==> src/sv/rcsd_pkg.sv <==
`timescale 1ns / 1ps
`default_nettype none
// ----------------------------------------------------------------------------
// rcsd_pkg: shared types and constants of the seconds calendar clock
// Controller states, datapath commands, status, and calendar helpers.
// ----------------------------------------------------------------------------
package rcsd_pkg;

    localparam int EPOCH_YEAR  = 2000;
    localparam int COUNT_WIDTH = 32;

    // Position of the epoch year in the leap cycles
    localparam int EPOCH_Y4   = EPOCH_YEAR % 4;
    localparam int EPOCH_Y100 = EPOCH_YEAR % 100;
    localparam int EPOCH_Y400 = EPOCH_YEAR % 400;

    // Weekday of January 1 of the epoch year, 0 is Sunday
    localparam int EPOCH_WDAY = (1 + 5 * ((EPOCH_YEAR - 1) % 4)
                                 + 4 * ((EPOCH_YEAR - 1) % 100)
                                 + 6 * ((EPOCH_YEAR - 1) % 400)) % 7;

    localparam logic [16:0] SEC_PER_DAY  = 17'd86400;
    localparam logic [16:0] SEC_PER_HOUR = 17'd3600;
    localparam logic [16:0] SEC_PER_MIN  = 17'd60;
    localparam logic [16:0] HOUR_PER_DAY = 17'd24;
    localparam logic [16:0] DAY_PER_WEEK = 17'd7;

    // Reciprocals floor(2^32 / d); the estimate they give is low by at most one
    localparam logic [31:0] RCP_DAY  = 32'(64'h1_0000_0000 / 64'd86400);
    localparam logic [31:0] RCP_HOUR = 32'(64'h1_0000_0000 / 64'd3600);
    localparam logic [31:0] RCP_MIN  = 32'(64'h1_0000_0000 / 64'd60);
    localparam logic [31:0] RCP_HPD  = 32'(64'h1_0000_0000 / 64'd24);
    localparam logic [31:0] RCP_WEEK = 32'(64'h1_0000_0000 / 64'd7);

    localparam logic [1:0] KIND_TICK = 2'd0;
    localparam logic [1:0] KIND_SET  = 2'd1;

    typedef enum logic [4:0] {
        S_IDLE, S_DISPATCH, S_TICK, S_HS_START, S_HS_WAIT, S_DH_WAIT,
        S_SET_INIT, S_SET_YEAR, S_SET_MON, S_SET_FIN, S_DEC_START,
        S_DAY_WAIT, S_WD_WAIT, S_YEAR, S_MON, S_HR_WAIT, S_MIN_WAIT, S_OUT
    } t_state;

    typedef enum logic [4:0] {
        OP_NONE, OP_LOAD, OP_TICK, OP_HS_START, OP_HS_SAVE, OP_DH_SAVE,
        OP_CLEAR, OP_SET_INIT, OP_SET_YSTEP, OP_SET_MSTEP, OP_SET_MUL,
        OP_SET_FIN, OP_DEC_START, OP_DEC_DAYS, OP_DEC_WD, OP_YSTEP,
        OP_MSTEP, OP_HOUR, OP_MIN
    } t_op;

    typedef struct packed {
        t_op op;
    } t_cmd;

    typedef struct packed {
        logic [1:0] kind;
        logic       apply;
        logic       clr;
        logic       div_busy;
        logic       set_ymore;
        logic       set_mmore;
        logic       ymore;
        logic       mmore;
    } t_sts;

    // Days in month m (0 is January)
    function automatic logic [4:0] dim(input logic leap, input logic [3:0] m);
        logic [3:0] mm;
        mm = (m > 4'd6) ? m - 4'd1 : m;
        if (m == 4'd1) begin
            dim = 5'd28 + {4'd0, leap};
        end else begin
            dim = mm[0] ? 5'd30 : 5'd31;
        end
    endfunction

endpackage
`default_nettype wire

==> src/sv/rcsd_div.sv <==
`timescale 1ns / 1ps
`default_nettype none
// ----------------------------------------------------------------------------
// rcsd_div: divider by a constant through reciprocal multiplication
// Estimates the quotient, forms the remainder and corrects once.
// ----------------------------------------------------------------------------
module rcsd_div (
    input  wire logic        i_clk,
    input  wire logic        i_rst_n,
    input  wire logic        i_start,
    input  wire logic [31:0] i_dividend,
    input  wire logic [16:0] i_divisor,
    input  wire logic [31:0] i_recip,
    output logic             o_busy,
    output logic [31:0]      o_quo,
    output logic [16:0]      o_rem
);
    logic [31:0] r_dvd;
    logic [16:0] r_dsr;
    logic [31:0] r_rcp;
    logic [31:0] r_quo;
    logic [31:0] r_rem;
    logic [1:0]  r_phase;
    logic        r_busy;
    logic [63:0] w_prod;

    assign w_prod = {32'd0, r_dvd} * {32'd0, r_rcp};

    always_ff @(posedge i_clk) begin
        if (!i_rst_n) begin
            r_busy  <= 1'b0;
            r_phase <= '0;
        end else if (i_start) begin
            r_busy  <= 1'b1;
            r_phase <= '0;
            r_dvd   <= i_dividend;
            r_dsr   <= i_divisor;
            r_rcp   <= i_recip;
        end else if (r_busy) begin
            r_phase <= r_phase + 2'd1;
            case (r_phase)
                2'd0: begin
                    // quotient estimate, low by at most one
                    r_quo <= w_prod[63:32];
                end
                2'd1: begin
                    r_rem <= r_dvd - r_quo * {15'd0, r_dsr};
                end
                default: begin
                    // fold the estimate error back in
                    if (r_rem >= {15'd0, r_dsr}) begin
                        r_quo <= r_quo + 32'd1;
                        r_rem <= r_rem - {15'd0, r_dsr};
                    end
                    r_busy <= 1'b0;
                end
            endcase
        end
    end

    assign o_busy = r_busy;
    assign o_quo  = r_quo;
    assign o_rem  = r_rem[16:0];
endmodule
`default_nettype wire

==> src/sv/rcsd_dp.sv <==
`timescale 1ns / 1ps
`default_nettype none
// ----------------------------------------------------------------------------
// rcsd_dp: calendar clock datapath
// Counters, date walk registers, set accumulator and the shared divider.
// ----------------------------------------------------------------------------
module rcsd_dp (
    input  wire logic          i_clk,
    input  wire logic          i_rst_n,
    input  wire rcsd_pkg::t_cmd i_cmd,
    output rcsd_pkg::t_sts     o_sts,
    input  wire logic [1:0]    i_kind,
    input  wire logic          i_apply,
    input  wire logic [7:0]    i_set_year,
    input  wire logic [3:0]    i_set_month,
    input  wire logic [4:0]    i_set_day,
    input  wire logic [4:0]    i_set_hour,
    input  wire logic [5:0]    i_set_minute,
    input  wire logic [5:0]    i_set_second,
    output logic [11:0]        o_year,
    output logic [3:0]         o_month,
    output logic [4:0]         o_day,
    output logic [4:0]         o_hour,
    output logic [5:0]         o_minute,
    output logic [5:0]         o_second,
    output logic [2:0]         o_weekday,
    output logic               o_valid_res,
    output logic [31:0]        o_seconds_count,
    output logic [31:0]        o_uptime_seconds,
    output logic [11:0]        o_sec_of_hour,
    output logic [4:0]         o_hour_of_day
);
    localparam int CW = rcsd_pkg::COUNT_WIDTH;

    logic [1:0]    r_kind;
    logic          r_apply;
    logic          r_clr;
    logic [7:0]    r_syrs;
    logic [3:0]    r_smon;
    logic [4:0]    r_sday;
    logic [16:0]   r_tset;
    logic [CW-1:0] r_epoch;
    logic [CW-1:0] r_uptime;
    logic [11:0]   r_hsec;
    logic [4:0]    r_dhour;
    logic [31:0]   r_acc;
    logic [31:0]   r_prod;
    logic [7:0]    r_yi;
    logic [3:0]    r_mon;
    logic [11:0]   r_year;
    logic [1:0]    r_y4;
    logic [6:0]    r_y100;
    logic [8:0]    r_y400;
    logic [15:0]   r_days;
    logic [16:0]   r_tod;
    logic [2:0]    r_wd;
    logic [4:0]    r_hour;
    logic [5:0]    r_min;
    logic [5:0]    r_sec;

    logic          w_leap;
    logic [8:0]    w_diy;
    logic [4:0]    w_dim;
    logic [3:0]    w_wsum;
    logic          w_dstart;
    logic [31:0]   w_dvd;
    logic [16:0]   w_dsr;
    logic [31:0]   w_rcp;
    logic          w_busy;
    logic [31:0]   w_quo;
    logic [16:0]   w_rem;

    assign w_leap = ((r_y4 == 2'd0) && (r_y100 != 7'd0)) || (r_y400 == 9'd0);
    assign w_diy  = 9'd365 + {8'd0, w_leap};
    assign w_dim  = rcsd_pkg::dim(w_leap, r_mon);
    assign w_wsum = {1'b0, w_rem[2:0]} + 4'(rcsd_pkg::EPOCH_WDAY);

    always_comb begin
        w_dstart = 1'b0;
        w_dvd    = r_epoch;
        w_dsr    = rcsd_pkg::SEC_PER_DAY;
        w_rcp    = rcsd_pkg::RCP_DAY;
        case (i_cmd.op)
            rcsd_pkg::OP_HS_START: begin
                w_dstart = 1'b1;
                w_dsr    = rcsd_pkg::SEC_PER_HOUR;
                w_rcp    = rcsd_pkg::RCP_HOUR;
            end
            rcsd_pkg::OP_HS_SAVE: begin
                w_dstart = 1'b1;
                w_dvd    = w_quo;
                w_dsr    = rcsd_pkg::HOUR_PER_DAY;
                w_rcp    = rcsd_pkg::RCP_HPD;
            end
            rcsd_pkg::OP_DEC_START: begin
                w_dstart = 1'b1;
            end
            rcsd_pkg::OP_DEC_DAYS: begin
                w_dstart = 1'b1;
                w_dvd    = w_quo;
                w_dsr    = rcsd_pkg::DAY_PER_WEEK;
                w_rcp    = rcsd_pkg::RCP_WEEK;
            end
            rcsd_pkg::OP_DEC_WD: begin
                w_dstart = 1'b1;
                w_dvd    = {15'd0, r_tod};
                w_dsr    = rcsd_pkg::SEC_PER_HOUR;
                w_rcp    = rcsd_pkg::RCP_HOUR;
            end
            rcsd_pkg::OP_HOUR: begin
                w_dstart = 1'b1;
                w_dvd    = {15'd0, w_rem};
                w_dsr    = rcsd_pkg::SEC_PER_MIN;
                w_rcp    = rcsd_pkg::RCP_MIN;
            end
            default: begin
                w_dstart = 1'b0;
            end
        endcase
    end

    rcsd_div u_div (
        .i_clk      (i_clk),
        .i_rst_n    (i_rst_n),
        .i_start    (w_dstart),
        .i_dividend (w_dvd),
        .i_divisor  (w_dsr),
        .i_recip    (w_rcp),
        .o_busy     (w_busy),
        .o_quo      (w_quo),
        .o_rem      (w_rem)
    );

    always_ff @(posedge i_clk) begin
        if (!i_rst_n) begin
            r_epoch  <= '0;
            r_uptime <= '0;
            r_hsec   <= '0;
            r_dhour  <= '0;
        end else begin
            case (i_cmd.op)
                rcsd_pkg::OP_LOAD: begin
                    r_kind  <= i_kind;
                    r_apply <= i_apply;
                    r_clr   <= (i_set_year == 8'd0) && (i_set_month == 4'd0)
                            && (i_set_day == 5'd0) && (i_set_hour == 5'd0)
                            && (i_set_minute == 6'd0) && (i_set_second == 6'd0);
                    r_syrs  <= i_set_year;
                    // clamp the month into 1 to 12
                    r_smon  <= (i_set_month == 4'd0) ? 4'd1 :
                               (i_set_month > 4'd12) ? 4'd12 : i_set_month;
                    r_sday  <= i_set_day;
                    r_tset  <= 17'(i_set_second) + 17'(i_set_minute) * 17'd60
                             + 17'(i_set_hour) * 17'd3600;
                end
                rcsd_pkg::OP_TICK: begin
                    r_epoch  <= r_epoch + CW'(1);
                    r_uptime <= r_uptime + CW'(1);
                end
                rcsd_pkg::OP_HS_SAVE: begin
                    r_hsec <= w_rem[11:0];
                end
                rcsd_pkg::OP_DH_SAVE: begin
                    r_dhour <= w_rem[4:0];
                end
                rcsd_pkg::OP_CLEAR: begin
                    r_epoch <= '0;
                end
                rcsd_pkg::OP_SET_INIT: begin
                    // day zero wraps to minus one day
                    r_acc  <= {27'd0, r_sday} - 32'd1;
                    r_yi   <= '0;
                    r_mon  <= '0;
                    r_year <= 12'(rcsd_pkg::EPOCH_YEAR);
                    r_y4   <= 2'(rcsd_pkg::EPOCH_Y4);
                    r_y100 <= 7'(rcsd_pkg::EPOCH_Y100);
                    r_y400 <= 9'(rcsd_pkg::EPOCH_Y400);
                end
                rcsd_pkg::OP_SET_YSTEP, rcsd_pkg::OP_YSTEP: begin
                    if (i_cmd.op == rcsd_pkg::OP_SET_YSTEP) begin
                        r_acc <= r_acc + {23'd0, w_diy};
                        r_yi  <= r_yi + 8'd1;
                    end else begin
                        r_days <= r_days - {7'd0, w_diy};
                    end
                    r_year <= r_year + 12'd1;
                    r_y4   <= r_y4 + 2'd1;
                    r_y100 <= (r_y100 == 7'd99) ? 7'd0 : r_y100 + 7'd1;
                    r_y400 <= (r_y400 == 9'd399) ? 9'd0 : r_y400 + 9'd1;
                end
                rcsd_pkg::OP_SET_MSTEP: begin
                    r_acc <= r_acc + {27'd0, w_dim};
                    r_mon <= r_mon + 4'd1;
                end
                rcsd_pkg::OP_SET_MUL: begin
                    r_prod <= r_acc * {15'd0, rcsd_pkg::SEC_PER_DAY};
                end
                rcsd_pkg::OP_SET_FIN: begin
                    r_epoch <= r_prod + {15'd0, r_tset};
                end
                rcsd_pkg::OP_DEC_DAYS: begin
                    r_days <= w_quo[15:0];
                    r_tod  <= w_rem;
                end
                rcsd_pkg::OP_DEC_WD: begin
                    r_wd   <= (w_wsum >= 4'd7) ? 3'(w_wsum - 4'd7) : w_wsum[2:0];
                    r_mon  <= '0;
                    r_year <= 12'(rcsd_pkg::EPOCH_YEAR);
                    r_y4   <= 2'(rcsd_pkg::EPOCH_Y4);
                    r_y100 <= 7'(rcsd_pkg::EPOCH_Y100);
                    r_y400 <= 9'(rcsd_pkg::EPOCH_Y400);
                end
                rcsd_pkg::OP_MSTEP: begin
                    r_days <= r_days - {11'd0, w_dim};
                    r_mon  <= r_mon + 4'd1;
                end
                rcsd_pkg::OP_HOUR: begin
                    r_hour <= w_quo[4:0];
                end
                rcsd_pkg::OP_MIN: begin
                    r_min <= w_quo[5:0];
                    r_sec <= w_rem[5:0];
                end
                default: begin
                    r_epoch <= r_epoch;
                end
            endcase
        end
    end

    always_comb begin
        o_sts.kind      = r_kind;
        o_sts.apply     = r_apply;
        o_sts.clr       = r_clr;
        o_sts.div_busy  = w_busy;
        o_sts.set_ymore = r_yi != r_syrs;
        o_sts.set_mmore = ({1'b0, r_mon} + 5'd1) < {1'b0, r_smon};
        o_sts.ymore     = r_days >= {7'd0, w_diy};
        o_sts.mmore     = (r_mon < 4'd11) && (r_days >= {11'd0, w_dim});
    end

    assign o_year           = r_year;
    assign o_month          = r_mon + 4'd1;
    assign o_day            = r_days[4:0] + 5'd1;
    assign o_hour           = r_hour;
    assign o_minute         = r_min;
    assign o_second         = r_sec;
    assign o_weekday        = r_wd;
    assign o_valid_res      = r_year != 12'(rcsd_pkg::EPOCH_YEAR);
    assign o_seconds_count  = r_epoch;
    assign o_uptime_seconds = r_uptime;
    assign o_sec_of_hour    = r_hsec;
    assign o_hour_of_day    = r_dhour;
endmodule
`default_nettype wire

==> src/sv/rcsd_ctrl.sv <==
`timescale 1ns / 1ps
`default_nettype none
// ----------------------------------------------------------------------------
// rcsd_ctrl: calendar clock sequencer
// Steps the datapath through tick, set and decode for one item at a time.
// ----------------------------------------------------------------------------
module rcsd_ctrl (
    input  wire logic           i_clk,
    input  wire logic           i_rst_n,
    input  wire logic           i_valid,
    output logic                o_stall,
    output logic                o_valid,
    input  wire logic           i_stall,
    input  wire rcsd_pkg::t_sts i_sts,
    output rcsd_pkg::t_cmd      o_cmd
);
    rcsd_pkg::t_state r_state;
    rcsd_pkg::t_state n_state;

    always_ff @(posedge i_clk) begin
        if (!i_rst_n) begin
            r_state <= rcsd_pkg::S_IDLE;
        end else begin
            r_state <= n_state;
        end
    end

    always_comb begin
        n_state   = r_state;
        o_cmd.op  = rcsd_pkg::OP_NONE;
        o_stall   = 1'b1;
        o_valid   = 1'b0;
        case (r_state)
            rcsd_pkg::S_IDLE: begin
                o_stall = 1'b0;
                if (i_valid) begin
                    o_cmd.op = rcsd_pkg::OP_LOAD;
                    n_state  = rcsd_pkg::S_DISPATCH;
                end
            end
            rcsd_pkg::S_DISPATCH: begin
                if (i_sts.kind == rcsd_pkg::KIND_TICK) begin
                    n_state = rcsd_pkg::S_TICK;
                end else if (i_sts.kind == rcsd_pkg::KIND_SET && i_sts.apply) begin
                    n_state = rcsd_pkg::S_SET_INIT;
                end else begin
                    n_state = rcsd_pkg::S_DEC_START;
                end
            end
            rcsd_pkg::S_TICK: begin
                o_cmd.op = rcsd_pkg::OP_TICK;
                n_state  = rcsd_pkg::S_HS_START;
            end
            rcsd_pkg::S_HS_START: begin
                o_cmd.op = rcsd_pkg::OP_HS_START;
                n_state  = rcsd_pkg::S_HS_WAIT;
            end
            rcsd_pkg::S_HS_WAIT: begin
                if (!i_sts.div_busy) begin
                    o_cmd.op = rcsd_pkg::OP_HS_SAVE;
                    n_state  = rcsd_pkg::S_DH_WAIT;
                end
            end
            rcsd_pkg::S_DH_WAIT: begin
                if (!i_sts.div_busy) begin
                    o_cmd.op = rcsd_pkg::OP_DH_SAVE;
                    n_state  = rcsd_pkg::S_DEC_START;
                end
            end
            rcsd_pkg::S_SET_INIT: begin
                if (i_sts.clr) begin
                    o_cmd.op = rcsd_pkg::OP_CLEAR;
                    n_state  = rcsd_pkg::S_DEC_START;
                end else begin
                    o_cmd.op = rcsd_pkg::OP_SET_INIT;
                    n_state  = rcsd_pkg::S_SET_YEAR;
                end
            end
            rcsd_pkg::S_SET_YEAR: begin
                if (i_sts.set_ymore) begin
                    o_cmd.op = rcsd_pkg::OP_SET_YSTEP;
                end else begin
                    n_state = rcsd_pkg::S_SET_MON;
                end
            end
            rcsd_pkg::S_SET_MON: begin
                if (i_sts.set_mmore) begin
                    o_cmd.op = rcsd_pkg::OP_SET_MSTEP;
                end else begin
                    o_cmd.op = rcsd_pkg::OP_SET_MUL;
                    n_state  = rcsd_pkg::S_SET_FIN;
                end
            end
            rcsd_pkg::S_SET_FIN: begin
                o_cmd.op = rcsd_pkg::OP_SET_FIN;
                n_state  = rcsd_pkg::S_DEC_START;
            end
            rcsd_pkg::S_DEC_START: begin
                o_cmd.op = rcsd_pkg::OP_DEC_START;
                n_state  = rcsd_pkg::S_DAY_WAIT;
            end
            rcsd_pkg::S_DAY_WAIT: begin
                if (!i_sts.div_busy) begin
                    o_cmd.op = rcsd_pkg::OP_DEC_DAYS;
                    n_state  = rcsd_pkg::S_WD_WAIT;
                end
            end
            rcsd_pkg::S_WD_WAIT: begin
                if (!i_sts.div_busy) begin
                    o_cmd.op = rcsd_pkg::OP_DEC_WD;
                    n_state  = rcsd_pkg::S_YEAR;
                end
            end
            rcsd_pkg::S_YEAR: begin
                if (i_sts.ymore) begin
                    o_cmd.op = rcsd_pkg::OP_YSTEP;
                end else begin
                    n_state = rcsd_pkg::S_MON;
                end
            end
            rcsd_pkg::S_MON: begin
                if (i_sts.mmore) begin
                    o_cmd.op = rcsd_pkg::OP_MSTEP;
                end else begin
                    n_state = rcsd_pkg::S_HR_WAIT;
                end
            end
            rcsd_pkg::S_HR_WAIT: begin
                if (!i_sts.div_busy) begin
                    o_cmd.op = rcsd_pkg::OP_HOUR;
                    n_state  = rcsd_pkg::S_MIN_WAIT;
                end
            end
            rcsd_pkg::S_MIN_WAIT: begin
                if (!i_sts.div_busy) begin
                    o_cmd.op = rcsd_pkg::OP_MIN;
                    n_state  = rcsd_pkg::S_OUT;
                end
            end
            rcsd_pkg::S_OUT: begin
                o_valid = 1'b1;
                if (!i_stall) begin
                    n_state = rcsd_pkg::S_IDLE;
                end
            end
            default: begin
                n_state = rcsd_pkg::S_IDLE;
            end
        endcase
    end
endmodule
`default_nettype wire

==> src/sv/rtc_calendar_seconds_date.sv <==
`timescale 1ns / 1ps
`default_nettype none
// ----------------------------------------------------------------------------
// rtc_calendar_seconds_date: seconds-based calendar clock
// Counts epoch seconds, loads them from a date and decodes them per item.
// ----------------------------------------------------------------------------
//  channel  handshake          payload
//  input    i_valid / o_stall  i_kind, i_apply, i_set_* (one item)
//  output   o_valid / i_stall  o_year .. o_hour_of_day (one result per item)
//
//  One item at a time. A read makes four passes of the shared constant
//  divider (the time-of-day pass overlapped with the walks) plus the year
//  walk (one step per year since the epoch, up to 136) and the month walk
//  (up to 11 steps). A tick adds an increment and two divider passes; a set
//  adds one step per set year (up to 255), up to 11 month steps, an init, a
//  multiply and a final add; a clear adds a single clear step.
//  Reset clears the counters and returns the sequencer to idle.
//  o_stall stays high from acceptance until the result is taken; a stalled
//  result holds its value.
// ----------------------------------------------------------------------------
module rtc_calendar_seconds_date (
    input  wire logic        i_clk,
    input  wire logic        i_rst_n,
    input  wire logic        i_valid,
    output logic             o_stall,
    input  wire logic [1:0]  i_kind,
    input  wire logic        i_apply,
    input  wire logic [7:0]  i_set_year,
    input  wire logic [3:0]  i_set_month,
    input  wire logic [4:0]  i_set_day,
    input  wire logic [4:0]  i_set_hour,
    input  wire logic [5:0]  i_set_minute,
    input  wire logic [5:0]  i_set_second,
    output logic             o_valid,
    input  wire logic        i_stall,
    output logic [11:0]      o_year,
    output logic [3:0]       o_month,
    output logic [4:0]       o_day,
    output logic [4:0]       o_hour,
    output logic [5:0]       o_minute,
    output logic [5:0]       o_second,
    output logic [2:0]       o_weekday,
    output logic             o_valid_res,
    output logic [31:0]      o_seconds_count,
    output logic [31:0]      o_uptime_seconds,
    output logic [11:0]      o_sec_of_hour,
    output logic [4:0]       o_hour_of_day
);
    // command from the sequencer, status back from the datapath
    rcsd_pkg::t_cmd w_cmd;
    rcsd_pkg::t_sts w_sts;

    rcsd_ctrl u_ctrl (
        .i_clk   (i_clk),
        .i_rst_n (i_rst_n),
        .i_valid (i_valid),
        .o_stall (o_stall),
        .o_valid (o_valid),
        .i_stall (i_stall),
        .i_sts   (w_sts),
        .o_cmd   (w_cmd)
    );

    // datapath holds the counters; result fields come straight from its
    // registers, so they stay put while the output is stalled
    rcsd_dp u_dp (
        .i_clk            (i_clk),
        .i_rst_n          (i_rst_n),
        .i_cmd            (w_cmd),
        .o_sts            (w_sts),
        .i_kind           (i_kind),
        .i_apply          (i_apply),
        .i_set_year       (i_set_year),
        .i_set_month      (i_set_month),
        .i_set_day        (i_set_day),
        .i_set_hour       (i_set_hour),
        .i_set_minute     (i_set_minute),
        .i_set_second     (i_set_second),
        .o_year           (o_year),
        .o_month          (o_month),
        .o_day            (o_day),
        .o_hour           (o_hour),
        .o_minute         (o_minute),
        .o_second         (o_second),
        .o_weekday        (o_weekday),
        .o_valid_res      (o_valid_res),
        .o_seconds_count  (o_seconds_count),
        .o_uptime_seconds (o_uptime_seconds),
        .o_sec_of_hour    (o_sec_of_hour),
        .o_hour_of_day    (o_hour_of_day)
    );
endmodule
`default_nettype wire

==> config.mk <==
export PLATFORM = sky130hd
export DESIGN_NAME = rtc_calendar_seconds_date
export DESIGN_NICKNAME = d
export VERILOG_FILES = /design/src/sv/rcsd_pkg.sv /design/src/sv/rcsd_div.sv /design/src/sv/rcsd_dp.sv /design/src/sv/rcsd_ctrl.sv /design/src/sv/rtc_calendar_seconds_date.sv
export SDC_FILE = /design/constraint.sdc
export NUM_CORES = 2
export LEC_CHECK = 0
export BUFFER_PORTS_ARGS = -buffer_cell sky130_fd_sc_hd__buf_2
export CAP_MARGIN = 15
export CORE_MARGIN = 3
export CORE_UTILIZATION = 30
export CTS_BUF_LIST = sky130_fd_sc_hd__clkbuf_4 sky130_fd_sc_hd__clkbuf_8
export DETAILED_ROUTE_END_ITERATION = 7
export PLACE_DENSITY = 0.47
export REMOVE_ABC_BUFFERS = 1
export SYNTH_ARGS = -nofsm -noshare
export SYNTH_HDL_FRONTEND = slang
export SYNTH_SLANG_ARGS = --single-unit
export TNS_END_PERCENT = 5
==> constraint.sdc <==
create_clock -name i_clk -period 19.01 [get_ports i_clk]
set_input_delay 0.9505 -clock i_clk [delete_from_list [all_inputs] [get_ports i_clk]]
set_output_delay 0.9505 -clock i_clk [all_outputs]
set_load 0.005 [all_outputs]
[Word-level counts from Yosys, hierarchy flattened]
Index checks and enable logic that the tools add are counted.
Word-level totals
  logic and storage cells: 248
  flip-flop bits (word level): 424
  bits of input ports: 41
  output and inout bits: 125
Cells by class
  bitwise gates (word level): 4
  reductions and logical operators: 53
  eq/ne operators: 56
  multiplexer cells: 61
  magnitude comparators: 8
  $add $sub $neg: 27
  $mul: 5
Operator list (number)
  case mux 32 bit (3 select lines): 3
  case mux 32 bit (2 select lines): 2
  case mux 30 bit (4 select lines): 1
  adder 32 x 1 -> 32 bit (second input constant): 3
  2-to-1 mux 32 bit: 3
  case mux 5 bit (18 select lines): 1
  2-to-1 mux 5 bit: 17
  equality test 5 x 4 -> 1 bit (second input constant): 16
  case mux 5 bit (16 select lines): 1
  case mux 17 bit (4 select lines): 1
  multiplier 32 x 32 -> 64 bit: 1
  case mux 16 bit (3 select lines): 1
  equality test 5 x 3 -> 1 bit (second input constant): 8
  adder 32 x 17 -> 32 bit: 1
  adder 32 x 5 -> 32 bit: 1
  adder 32 x 9 -> 32 bit: 1
  greater-or-equal comparator 32 x 17 -> 1 bit: 1
  multiplier 32 x 10 -> 25 bit (second input constant): 1
  multiplier 32 x 17 -> 32 bit: 1
  subtractor 32 x 17 -> 32 bit: 1
  subtractor 32 bit: 1
  2-to-1 mux 4 bit: 7
  != test 2 bit (second input constant): 13
  equality test 5 bit (second input constant): 5
  67 further kinds: 123

[Logic depth before layout (Yosys ltp)]
  word-level depth: 14
  mapped depth: 30
  mapped depth without buffers: 28

[Modules after synthesis]
A second synthesis with hierarchy kept.
Second synthesis, totals
  cell total of the unflattened synthesis: 7582
  area total of the unflattened synthesis: 71426.0 sq um
Modules (own cells, without submodules)
  rcsd_div: cells an instance 5530, area an instance 51984.9 sq um, instances 1, sequential area each 4414.2 sq um
  rcsd_dp: cells an instance 1945, area an instance 18705.4 sq um, instances 1, sequential area each 7116.8 sq um
  rcsd_ctrl: cells an instance 107, area an instance 735.7 sq um, instances 1, sequential area each 100.1 sq um

[Worst setup path before layout]
No wires, ideal clock.
  path type: reg-to-reg
  from: register, netlist name u_dp.u_div.r_dsr[1]
  to: register u_dp.u_div.r_quo[25] (netlist: u_dp.u_div.o_quo[25]), data pin
  required time: 18.741 ns
  stages on the path, launching flop included: 26
  path slack: 11.510 ns
  buffers on the path: 1
  clock period less this slack: 7.500 ns
  library setup time: 0.269 ns
  data arrival time: 7.231 ns
  cells stage by stage: edfxtp_1 inv_1 buf_1 nor2_1 fa_1 fa_1 inv_1 fa_1 fa_1 inv_1 fa_1 fa_1 fa_1 inv_1 fa_1 inv_1 ha_1 a21oi_1 o21ai_1 a2111oi_1 nand3_1 o21ai_1 o21ai_1 a211o_1 a41oi_1 o211ai_1
RTL lines
  end signal: assignment: RTL line rcsd_div.sv:44  | r_quo <= w_prod[63:32];
  end signal: assignment: RTL line rcsd_div.sv:52  | r_quo <= r_quo + 32'd1;
  end: declaration: RTL line rcsd_div.sv:21  | logic [31:0] r_quo;

==> reports/metrics.cfg <==
[outcome]
outcome=finished clean

[timing]
fin_tns_setup_ns=0
worst_pin_slew_ns=1.140
finalCriticalPeriod_ns=9.660
final.period_utilization_pct=50.82
skew_ns=0.06490
finalSetupViolations=0
hold_viol=0
slew_viol_final=0
relSlewSlack_pct=24.03
rsz0062_at_grt=false
fmax_mhz=103.5

[setup_path]
crit_path_start_kind=flop
cp-end-kind=flop
critPathKind=flop to flop
required_ns=19.51
critPathMaxFanout=54
cp-startpoint=u_dp.u_div.r_dsr[11]
crit_arrival_ns=10.16
r2r_setup_slack_ns=9.35
rr_worst_depth=25
rr_startpoint=u_dp.u_div.r_dsr[11]
reg2reg_to=u_dp.u_div.o_quo[25]

[die]
coreArea_mm2=0.2148
row_count=170
start_util_pct=30.18
die_w_um=470.9
fp.dieArea_mm2=0.2217
ios=166
die_h_um=470.9

[synthesis]
syn_area_mm2=0.06483
yosys.area_share.xor_xnor_pct=4.969
synth_warnings=0
synth-seq-cells=386
ys.flop_type=edfxtp_1
syn_inst=6988
yosysSeqAreaShare_pct=16.50
synth_top_family_by_area=adder cells
synth_area_per_cell_um2=9.278
synth_fa_ha_area_share_pct=45.92
synth-edff-count=297
synth_compound_area_share_pct=8.105
synthArstFlopShare_pct=0
synth_mux_area_share_pct=0.3802
ys_types=108
synthSimpleGateAreaFrac_pct=12.47

[global_route]
antenna_found_initial=9
grt_overflow=0
track_usage_pct=19.48
grt_max_degree=54
grt_pass1_wl_um=326400
first_global_vias=50880

[route]
dr_wl_met2_um=100900
drt-total-wl_um=214000
viasPerCell=4.796
drt_iter0_drc=3269
vias=47800
ant_nets=0
top_layer=met4
dr.pass1.iters=6
wire_per_inst_um=21.48
drc=0
wl_met1_um=91650
dr_wl_met3_um=14520

[final_layout]
layout-drive-gt1-share_pct=6.402
area_delta_synth_final_pct=8.704
final_cell_mix=inv_1, fa_1, ha_1, nand2_1, nor2_1
n_fill_cell=22540
layout_commonest_cell=inv_1
finalNetCount=8869
fin_area_mm2=0.07048

[clock_tree]
cts_resized=0
clock-root-buffer=clkbuf_8
cts_tree=done
cts-htree-levels=3
insertion_delay_ns=0.76
clkSinkCount=386
cts.reportedPaths.clkPinSlew_ns=0.07
cts_hold_buf=0
ctsLongestPathBuffers=3
cts_setup_buffers=0
numCtsBuffers=72

[worst_hold_path]
min_from=i_kind[0]
min-delay-path-class=input port to flop
hold_path_depth=1
hold_end=u_dp.r_kind[0]

[run]
maxCapViolCount=0

[placed_design]
globalplace.congestion=0.9323
hpwl_um=178600
port_buffers=165
detailed_place.area_mm2=0.06894

[sequential cells by signal (all words and copies together), names as in the netlist, 5 cells and up]
register               cells
u_ctrl.r_state             5
u_dp.o_hour                5
u_dp.o_hour_of_day         5
u_dp.o_minute              6
u_dp.o_sec_of_hour        12
u_dp.o_second              6
u_dp.o_seconds_count      32
u_dp.o_uptime_seconds     32
u_dp.o_year               12
u_dp.r_acc                25
u_dp.r_days               16
u_dp.r_prod               25
u_dp.r_sday                5
u_dp.r_syrs                8
u_dp.r_tod                17
u_dp.r_tset               17
u_dp.r_y100                7
u_dp.r_y400                9
u_dp.r_yi                  8
u_dp.u_div.o_quo          32
u_dp.u_div.r_dsr           7
u_dp.u_div.r_dvd          32
u_dp.u_div.r_rcp          11
u_dp.u_div.r_rem          32
[critical path, cell delays in order, from the launching register on]
cell       delay (ns)
edfxtp_1         0.33
buf_4            0.64
inv_2            0.43
nor2_1           0.55
fa_1             0.51
fa_1             0.51
inv_1            0.06
fa_1             0.50
fa_1             0.52
inv_1            0.06
fa_1             0.55
fa_1             0.43
fa_1             0.49
inv_1            0.05
fa_1             0.47
inv_1            0.04
ha_1             0.32
a21oi_1          0.20
o21ai_1          0.12
a2111oi_1        0.62
nand3_1          0.15
o21ai_1          0.65
o21ai_1          0.39
a211o_1          0.40
a41oi_1          0.25
o211ai_1         0.12
[how the worst max path moves through the flow]
stage                     cells past startpoint                    to
after detailed placement                     25  u_dp.u_div.o_quo[25]
after global placement                       25  u_dp.u_div.o_quo[25]
after CTS                                    25  u_dp.u_div.o_quo[25]
after floorplan                              24  u_dp.u_div.o_quo[25]
final                                        25  u_dp.u_div.o_quo[25]
after global routing                         25  u_dp.u_div.o_quo[25]
[cell type report]
cell class / count / area, um2 / share of cell area (%)
Inverter: 1764 / 6621 / 9.395
Antenna cell: 5 / 12.51 / 0.01775
Tap cell: 2838 / 3551 / 5.038
Multi-Input combinational cell: 4599 / 46660 / 66.20
Clock inverter: 32 / 285.3 / 0.4048
Sequential cell: 386 / 10700 / 15.18
Clock buffer: 99 / 1237 / 1.756
Timing Repair Buffer: 243 / 1413 / 2.004
[logic make-up after synthesis]
kind of cell               Yosys count
AOI/OAI and AO/OA                  796
xor gates and xnor gates           367
adders and majority gates         1762
buffers and inverters             2003
DFF                                386
muxes                               24
and+or+nand+nor                   1650
[routing by layer]
layer,vias to the layer above,track usage (%)
met5,-,0
met4,0,5.692
met3,279,3.539
met2,1363,32.51
met1,24140,25.70
li1,22020,-
[cell usage after synthesis, types with 23 or more instances]
cell type / n / area share (%)
and2_1: 324 / 3.1
nand2_1: 555 / 3.2
nand3_1: 120 / 0.93
dfxtp_1: 89 / 2.7
inv_1: 1754 / 10
xor2_1: 140 / 1.9
fa_1: 1029 / 32
a21o_1: 62 / 0.72
o21ai_0: 105 / 0.81
nand4_1: 35 / 0.34
ha_1: 733 / 14
xnor2_1: 226 / 3.1
edfxtp_1: 297 / 14
a31oi_1: 36 / 0.35
nor3_1: 60 / 0.46
a21oi_1: 245 / 1.9
o21bai_1: 43 / 0.50
clkbuf_1: 218 / 1.3
nor2_1: 341 / 2.0
and3_1: 60 / 0.58
o21ai_1: 40 / 0.31
nor4_1: 23 / 0.22
[metrics by stage]
step	setup WS (ns)	util [%]	hold WS, ns	std cells
final	9.350	32.81	0.3912	9966
after global routing	8.904	32.80	0.3218	9964
after CTS	9.425	32.80	0.2853	9961
after detailed placement	9.385	32.09	0.4458	9830
after global placement	9.546	32.08	0.4399	9828
after floorplan	10.94	-	0.4527	6749
Power is not shown: default switching activity piles up to over one toggle a cycle in this logic, so the estimate is an artifact.
